===== src/rtl/rste_pkg.sv =====
// ----------------------------------------------------------------------------
// rste_pkg
// Types and constants shared by the rate-to-spike encoder modules.
// ----------------------------------------------------------------------------
`default_nettype none

package rste_pkg;

   localparam int TIME_W    = 48;
   localparam int SAMPLE_W  = 16;
   localparam int CHAN_W    = 6;
   localparam int CSR_W     = 24;
   localparam int CSR_IDX_W = 2;
   localparam int TSTEP_W   = 20;
   localparam int RATEQ_W   = 24;
   localparam int RATE_W    = 42;
   localparam int DVD_W     = 96;
   localparam int DSR_W     = 48;
   localparam int STEP_W    = 7;
   localparam int NUMER_W   = 44;

   // 1e6 * 2^24: microseconds per second in the Hz*2^24 rate scale
   localparam logic [NUMER_W-1:0] US_NUMER = 44'd16777216000000;

   localparam logic [STEP_W-1:0] DIV_STEPS_IV = 7'd44;
   localparam logic [STEP_W-1:0] DIV_STEPS_MD = 7'd96;

   localparam logic [CSR_IDX_W-1:0] CSR_TIMESTEP = 2'd0;
   localparam logic [CSR_IDX_W-1:0] CSR_LO_RATE  = 2'd1;
   localparam logic [CSR_IDX_W-1:0] CSR_HI_RATE  = 2'd2;

   localparam logic [TSTEP_W-1:0] TIMESTEP_RESET = 20'd10000;
   localparam logic [RATEQ_W-1:0] LO_RATE_RESET  = 24'd0;
   localparam logic [RATEQ_W-1:0] HI_RATE_RESET  = 24'd25600;

   typedef struct packed {
      logic [CHAN_W-1:0]          channel;
      logic signed [SAMPLE_W-1:0] rate_sample;
      logic                       end_of_tick;
   } req_type;

   typedef struct packed {
      logic [CHAN_W-1:0] spike_channel;
      logic [TIME_W-1:0] spike_time_us;
      logic              last_of_run;
      logic              overflow;
   } rsp_type;

   typedef struct packed {
      logic signed [SAMPLE_W-1:0] prev_sample;
      logic [TIME_W-1:0]          fired_us;
      logic [TIME_W-1:0]          due_us;
      logic                       next_valid;
   } entry_type;

   typedef enum logic [3:0] {
      OP_NONE,
      OP_CLEAR,
      OP_ACCEPT,
      OP_LOAD,
      OP_DIV_IV,
      OP_IV,
      OP_APPLY,
      OP_MUL,
      OP_DIV_R,
      OP_RESCALE,
      OP_EMIT,
      OP_WRITE
   } op_type;

   typedef enum logic [3:0] {
      ST_CLEAR,
      ST_IDLE,
      ST_READ,
      ST_RATE,
      ST_WAIT_IV,
      ST_DECIDE,
      ST_MUL,
      ST_DIV_R,
      ST_WAIT_R,
      ST_EMIT,
      ST_WRITE
   } state_type;

   typedef struct packed {
      op_type op;
   } ctrl_cmd_type;

   typedef struct packed {
      logic clr_last;
      logic out_of_range;
      logic rate_pos;
      logic div_done;
      logic need_rescale;
      logic mul_last;
      logic due;
      logic out_free;
   } ctrl_sts_type;

endpackage

`default_nettype wire


===== src/rtl/rste_ctrl.sv =====
// ----------------------------------------------------------------------------
// rste_ctrl
// Sequencer: clearing pass, interval, rescale and spike emission per item.
// ----------------------------------------------------------------------------
`default_nettype none

module rste_ctrl (
   input  wire logic                   clock,
   input  wire logic                   reset,
   input  wire logic                   req_valid,
   output logic                        req_ready,
   input  wire rste_pkg::ctrl_sts_type sts,
   output rste_pkg::ctrl_cmd_type      cmd
);
   import rste_pkg::*;

   state_type state_ff;
   state_type state_in;

   always_ff @(posedge clock) begin
      if (reset) begin
         state_ff <= ST_CLEAR;
      end else begin
         state_ff <= state_in;
      end
   end

   always_comb begin
      state_in = state_ff;
      case (state_ff)
         ST_CLEAR:   if (sts.clr_last) state_in = ST_IDLE;
         ST_IDLE:    if (req_valid) state_in = ST_READ;
         ST_READ:    state_in = sts.out_of_range ? ST_WRITE : ST_RATE;
         ST_RATE:    state_in = sts.rate_pos ? ST_WAIT_IV : ST_DECIDE;
         ST_WAIT_IV: if (sts.div_done) state_in = ST_DECIDE;
         ST_DECIDE:  state_in = sts.need_rescale ? ST_MUL : ST_EMIT;
         ST_MUL:     if (sts.mul_last) state_in = ST_DIV_R;
         ST_DIV_R:   state_in = ST_WAIT_R;
         ST_WAIT_R:  if (sts.div_done) state_in = ST_EMIT;
         ST_EMIT:    if (!sts.due) state_in = ST_WRITE;
         ST_WRITE:   state_in = ST_IDLE;
         default:    state_in = ST_CLEAR;
      endcase
   end

   always_comb begin
      req_ready = 1'b0;
      cmd.op    = OP_NONE;
      case (state_ff)
         ST_CLEAR:   cmd.op = OP_CLEAR;
         ST_IDLE: begin
            req_ready = 1'b1;
            if (req_valid) cmd.op = OP_ACCEPT;
         end
         ST_READ:    cmd.op = OP_LOAD;
         ST_RATE:    cmd.op = OP_DIV_IV;
         ST_WAIT_IV: if (sts.div_done) cmd.op = OP_IV;
         ST_DECIDE:  cmd.op = OP_APPLY;
         ST_MUL:     cmd.op = OP_MUL;
         ST_DIV_R:   cmd.op = OP_DIV_R;
         ST_WAIT_R:  if (sts.div_done) cmd.op = OP_RESCALE;
         ST_EMIT:    if (sts.due && sts.out_free) cmd.op = OP_EMIT;
         ST_WRITE:   cmd.op = OP_WRITE;
         default:    cmd.op = OP_NONE;
      endcase
   end

endmodule

`default_nettype wire


===== config.mk =====
export PLATFORM = sky130hd
export DESIGN_NAME = rste_ctrl
export DESIGN_NICKNAME = d
export VERILOG_FILES = /design/src/rtl/rste_pkg.sv /design/src/rtl/rste_ctrl.sv
export SDC_FILE = /design/constraint.sdc
export NUM_CORES = 1
export LEC_CHECK = 0
export BUFFER_PORTS_ARGS = -buffer_cell sky130_fd_sc_hd__buf_4
export CAP_MARGIN = 10
export CORE_AREA = 2 2 39 41
export CTS_CLUSTER_DIAMETER = 200
export DETAILED_ROUTE_END_ITERATION = 8
export DIE_AREA = 0 0 41 43
export GPL_ROUTABILITY_DRIVEN = 0
export GPL_TIMING_DRIVEN = 1
export PLACE_DENSITY = 0.67
export SYNTH_ARGS = -nofsm -noshare
export SYNTH_HDL_FRONTEND = slang
export SYNTH_SLANG_ARGS = --single-unit

===== constraint.sdc =====
create_clock -name clock -period 1.9 [get_ports clock]
set_input_delay 0.19 -clock clock [delete_from_list [all_inputs] [get_ports clock]]
set_output_delay 0.19 -clock clock [all_outputs]
set_load 0.05 [all_outputs]

==> flow_summary.json, run 1 <==
{
  "postCtsHoldBufs": 0,
  "grt_max_degree": 17,
  "rsz0062_at_grt": "false",
  "largest-register": "state_ff",
  "cp-end-kind": "output port",
  "slew_violations": 0,
  "pwr-share-seq": 0.216,
  "synth_edf_count": 0,
  "async_reset_ff_frac": 0,
  "dr.pass1.iters": 4,
  "sw_frac_of_total": 0.514,
  "tightest_slew_ns": 0.337,
  "cts_max_path_buffers": 2,
  "start_util": 0.316,
  "io_pins": 16,
  "fin_crit_sh": 0.910,
  "fill_cells": 145,
  "totalPowerFinal_mw": 0.810,
  "wire_per_inst_um": 11.7,
  "syn_area_um2": 438,
  "antenna_found_initial": 0,
  "ys_seq_area_frac": 0.183,
  "yosysWarningCount": 0,
  "largest_reg_flops": 4,
  "drt_wl_total_um": 1160,
  "synth_seq_cells": 4,
  "synth.distinct_cells": 27,
  "cts_buffers": 3,
  "dieHeight_um": 43,
  "fin_skew_ns": 0.00423,
  "holdPathEnd": "state_ff[2]$_SDFFE_PP0P_",
  "p_clk_frac": 0.128,
  "vias": 534,
  "grtUsageTotal": 0.147,
  "fmax_mhz": 578,
  "yosysMostFrequentCell": "nor2_1",
  "place_ws_ns": 0.238,
  "port_buffers": 15,
  "r2r-start": "state_ff[3]$_SDFFE_PP0P_",
  "place_area_um2": 591,
  "hpwl_um": 852,
  "synth_top_area_frac": 0.183,
  "cts_tree": "built",
  "worst-path-buf-inv": 2,
  "dpl.cell_count": 96,
  "avgViaCountPerCell": 5.39,
  "yosys.area.top_type": "dfxtp_1",
  "grt_overflow": 0,
  "die_w_um": 41,
  "ant_nets": 0,
  "clkTransAtPathRegs_ns": 0.04,
  "max_stage_delay_ns": 0.42,
  "synth_common_cells": "nor2_1, nand2_1, nor3_1, o21ai_0",
  "synthFlopType": "dfxtp_1",
  "r2r_end": "state_ff[0]$_SDFFE_PP0P_",
  "route.detailed.drc": 0,
  "hold_depth": 2,
  "slowest_stage": "dfxtp_1",
  "combPwrFrac": 0.656,
  "cts.sinks": 4,
  "status": "finished, final reports clean",
  "synthToLayoutAreaGrowth_pct": 40.3,
  "power.switching_mw": 0.416,
  "grt_pass1_wl_um": 1860,
  "cp_top_family": "flip-flops",
  "syn_area_per_cell_um2": 6.64,
  "p_leak_nw": 0.268,
  "core_area_mm2": 0.00138,
  "crit_arrival_ns": 1.54,
  "drive_gt1_frac": 0.349,
  "nets": 96,
  "p_int_mw": 0.393,
  "max_slew_margin": 0.775,
  "dieArea_mm2": 0.00176,
  "layout_setup_ws_ns": 0.171,
  "htreeDepth": 1,
  "r2r_slack_ns": 0.27,
  "clk_latency_ns": 0.23,
  "setup_viol": 0,
  "critPathKind": "register to output port",
  "hold_viol_final": 0,
  "reg2reg_depth": 5,
  "final_cells": 99,
  "postLayoutCoreUtil": 0.444,
  "grt_pass1_vias": 446,
  "reg_top3": "state_ff: 4 flops",
  "ir_drop_mv": 0.611,
  "synth_nets": 77,
  "path_cells": "inv_1 > and3_1 > o21ai_0 > o31ai_2 > buf_4",
  "powerDensity_mw_per_mm2": 1320,
  "hp-class": "input port to register",
  "std_cell_rows": 14,
  "synthCells": 66,
  "root_buffer": "clkbuf_4",
  "maxCapViolCount": 0,
  "critPathLaunchType": "register",
  "setup_tns_ns": 0,
  "min_from": "reset",
  "holdWs_ns": 0.159,
  "finalCriticalPeriod_ns": 1.73,
  "n_antenna_cell": 0,
  "synth_area_leaders": "dfxtp_1, nor2_1, nor3_1, o21ai_0, nand2_1",
  "worst_ep_required_time_ns": 1.71,
  "drtIter0Drc": 12,
  "final_cell_area_um2": 614,
  "crit_fanout": 9
}
==> power by group through the flow <==
stage               Sequential (mW)  Clock, mW  Combinational (mW)
finish                        0.175      0.104               0.531
detailed placement            0.172          0               0.531
global placement              0.173          0               0.530
CTS                           0.172      0.108               0.532
floorplan                     0.129          0               0.426
global route                  0.183      0.116               0.575
==> layout by cell type (no fill, tap or decap), drive strengths merged <==
cell type	count
a311oi	2
nor2	11
o21ai	6
a211oi	1
or3b	1
nor4b	1
nor3	6
or3	1
o32ai	1
inv	4
or4	1
a22oi	1
maj3	1
buf	19
clkbuf	3
o31ai	2
a221o	1
a221oi	1
dfxtp	4
and4b	1
and3	3
a32oi	1
nand2	6
mux2i	1
a21oi	4
==> timing repair <==
item	in CTS	in global routing
setup endpoints to repair	0	2
setup buffers	0	0
resized for setup	0	1
==> cell families (layout without fill, tap and decap cells) <==
kind of cell	after synthesis	in the layout	share of synthesized area
compound gates	20	20	0.323
fa+ha+maj	1	1	0.0229
buf+inv	9	26	0.0857
flops	4	4	0.183
mux	1	1	0.0229
simple gates	31	31	0.363
==> layout make-up <==
cell class	count	area, um^2	area share
inverters	4	15.0	0.0244
well taps	16	20.0	0.0326
clock buffers	3	22.5	0.0367
repair buffers	19	143	0.232
multi-input cells	53	333	0.542
flip-flops and latches	4	81.3	0.132
==> worst max-delay path by stage <==
stage / from / endpoint / slack (ns) / depth (start not counted)
after floorplan: state_ff[0]$_SDFFE_PP0P_ / cmd[3] / -0.001 / 5
after global placement: state_ff[0]$_SDFFE_PP0P_ / state_ff[0]$_SDFFE_PP0P_ / 0.25 / 4
after detailed placement: state_ff[0]$_SDFFE_PP0P_ / state_ff[0]$_SDFFE_PP0P_ / 0.24 / 4
after CTS: state_ff[0]$_SDFFE_PP0P_ / cmd[3] / 0.02 / 5
after global routing: state_ff[1]$_SDFFE_PP0P_ / cmd[3] / 0.07 / 5
final: state_ff[3]$_SDFFE_PP0P_ / cmd[3] / 0.17 / 5
==> routing by layer <==
| layer | wire length (um) | GRT usage |
|---|---|---|
| met3 | 68 | 0.0471 |
| met5 | 0 | 0 |
| met2 | 510 | 0.194 |
| met1 | 584 | 0.233 |
| met4 | 0 | 0.0200 |
Note: power is estimated with default switching activity, not from simulation.
==> run 2: changes to the inputs <==
- CELL_PAD_IN_SITES_DETAIL_PLACEMENT: unset -> 0
- CELL_PAD_IN_SITES_GLOBAL_PLACEMENT: unset -> 1
- CORE_AREA: 2 2 39 41 -> unset
- CORE_MARGIN: unset -> 5
- CORE_UTILIZATION: unset -> 31
- DIE_AREA: 0 0 41 43 -> unset
- PLACE_DENSITY: 0.67 -> 0.84
- clock period: 1.9 -> 1.85 ns (I/O delays scaled with it)
==> run 2 against run 1 <==
  * Via count rose by 5.4%
  * Cell count rose by 1.0%
  * Die area increased by 28%
  * Critical path type unchanged
==> flow_summary.json, run 2 (synthesized netlist as in run 1, its figures left out) <==
{
  "status": "finished, final reports clean",
  "cts.sinks": 4,
  "route.detailed.drc": 0,
  "grt_max_degree": 17,
  "final_common_cell": "buf_4",
  "std_cell_rows": 13,
  "critPathLaunchType": "register",
  "powerDensity_mw_per_mm2": 1370,
  "slew_violations": 0,
  "hpwl_um": 968,
  "fin_crit_sh": 0.920,
  "cp-end-kind": "output port",
  "reg_top3": "state_ff: 4 flops",
  "final_cells": 100,
  "worst_ep_required_time_ns": 1.66,
  "die_w_um": 47.6,
  "cts_tree": "built",
  "place_ws_ns": 0.158,
  "postLayoutCoreUtil": 0.485,
  "dieArea_mm2": 0.00226,
  "dieHeight_um": 47.6,
  "cts_max_path_buffers": 2,
  "hp-class": "input port to register",
  "hold_viol_final": 0,
  "io_pins": 16,
  "clk_latency_ns": 0.24,
  "largest_reg_flops": 4,
  "tightest_slew_ns": 0.336,
  "start_util": 0.332,
  "maxCapViolCount": 0,
  "clkTransAtPathRegs_ns": 0.03,
  "postCtsSetupBuffers": 0,
  "largest-register": "state_ff",
  "n_antenna_cell": 0,
  "grt_pass1_wl_um": 2460,
  "avgViaCountPerCell": 5.63,
  "core_area_mm2": 0.00132,
  "cts_buffers": 3,
  "vias": 563,
  "root_buffer": "clkbuf_4",
  "wire_per_inst_um": 14.1,
  "ant_nets": 0,
  "most-common-layout-cells": "buf_4, nor2_1, nand2_1, o21ai_0, nor3_1",
  "htreeDepth": 1,
  "crit_fanout": 9,
  "drive_gt1_frac": 0.412,
  "dr.pass1.iters": 4,
  "synthToLayoutAreaGrowth_pct": 46.0,
  "critPathKind": "register to output port",
  "holdWs_ns": 0.152,
  "p_leak_nw": 0.279,
  "setup_viol": 0,
  "totalPowerFinal_mw": 0.877,
  "drt_wl_total_um": 1410,
  "crit_arrival_ns": 1.52,
  "post_cts_resized": 2,
  "fmax_mhz": 587,
  "finalCriticalPeriod_ns": 1.70,
  "max_slew_margin": 0.775,
  "port_buffers": 15,
  "grtUsageTotal": 0.149,
  "dpl.cell_count": 97,
  "nets": 98,
  "ir_drop_mv": 0.571,
  "fin_skew_ns": 0.00171,
  "crit_top_cell": "buf_4",
  "postCtsHoldBufs": 0,
  "antenna_found_initial": 0,
  "rsz0062_at_grt": "false",
  "layout_setup_ws_ns": 0.147,
  "grt_overflow": 0,
  "slowest_stage": "dfxtp_1",
  "drtIter0Drc": 18,
  "max_stage_delay_ns": 0.51,
  "path_cells": "buf_4 > o21ai_0 > nor2_1 > a21oi_1 > nor3_2 > buf_4",
  "grt_pass1_vias": 562
}
==> run 2: path summary, 6_finish.rpt <==
kind	start	to	slack [ns]	cells after the start
setup reg to reg	state_ff[2]$_SDFFE_PP0P_	state_ff[0]$_SDFFE_PP0P_	0.21	4
hold reg to reg	state_ff[3]$_SDFFE_PP0P_	state_ff[2]$_SDFFE_PP0P_	0.55	1
setup / recovery	state_ff[2]$_SDFFE_PP0P_	cmd[2]	0.15	6
hold / removal	reset	state_ff[3]$_SDFFE_PP0P_	0.15	2
==> run 2: cell type report <==
class	instances	area (um^2)
inverters	4	15.0
multi-input cells	53	339
flip-flops and latches	4	82.6
clock buffers	3	22.5
well taps	15	18.8
fillers	135	678
repair buffers	21	161
==> run 2: worst max-delay path, delay by kind of cell, from the launching register on <==
family	cells	cell delay, ns
flops	1	0.51
simple gates	2	0.20
compound gates	2	0.13
buf+inv	2	0.43
==> run 2: layer usage <==
| layer | global-route usage | part of all wire |
|---|---|---|
| met1 | 0.180 | 0.43 |
| met2 | 0.275 | 0.54 |
| met3 | 0 | 0.019 |
| met4 | 0.0645 | 0.010 |
| met5 | 0 | 0 |
==> run 2: stage by stage <==
stage                     setup TNS, ns  area [um^2]
after floorplan                 -0.0462          454
after global placement                0          608
after detailed placement              0          608
after CTS                             0          632
after global routing                  0          639
final                                 0          639
==> run 2: power by group <==
| part | internal [mW] | switching [mW] |
|---|---|---|
| clock network | 0.0725 | 0.0349 |
| registers | 0.112 | 0.0722 |
| logic | 0.237 | 0.348 |
| total | 0.422 | 0.456 |
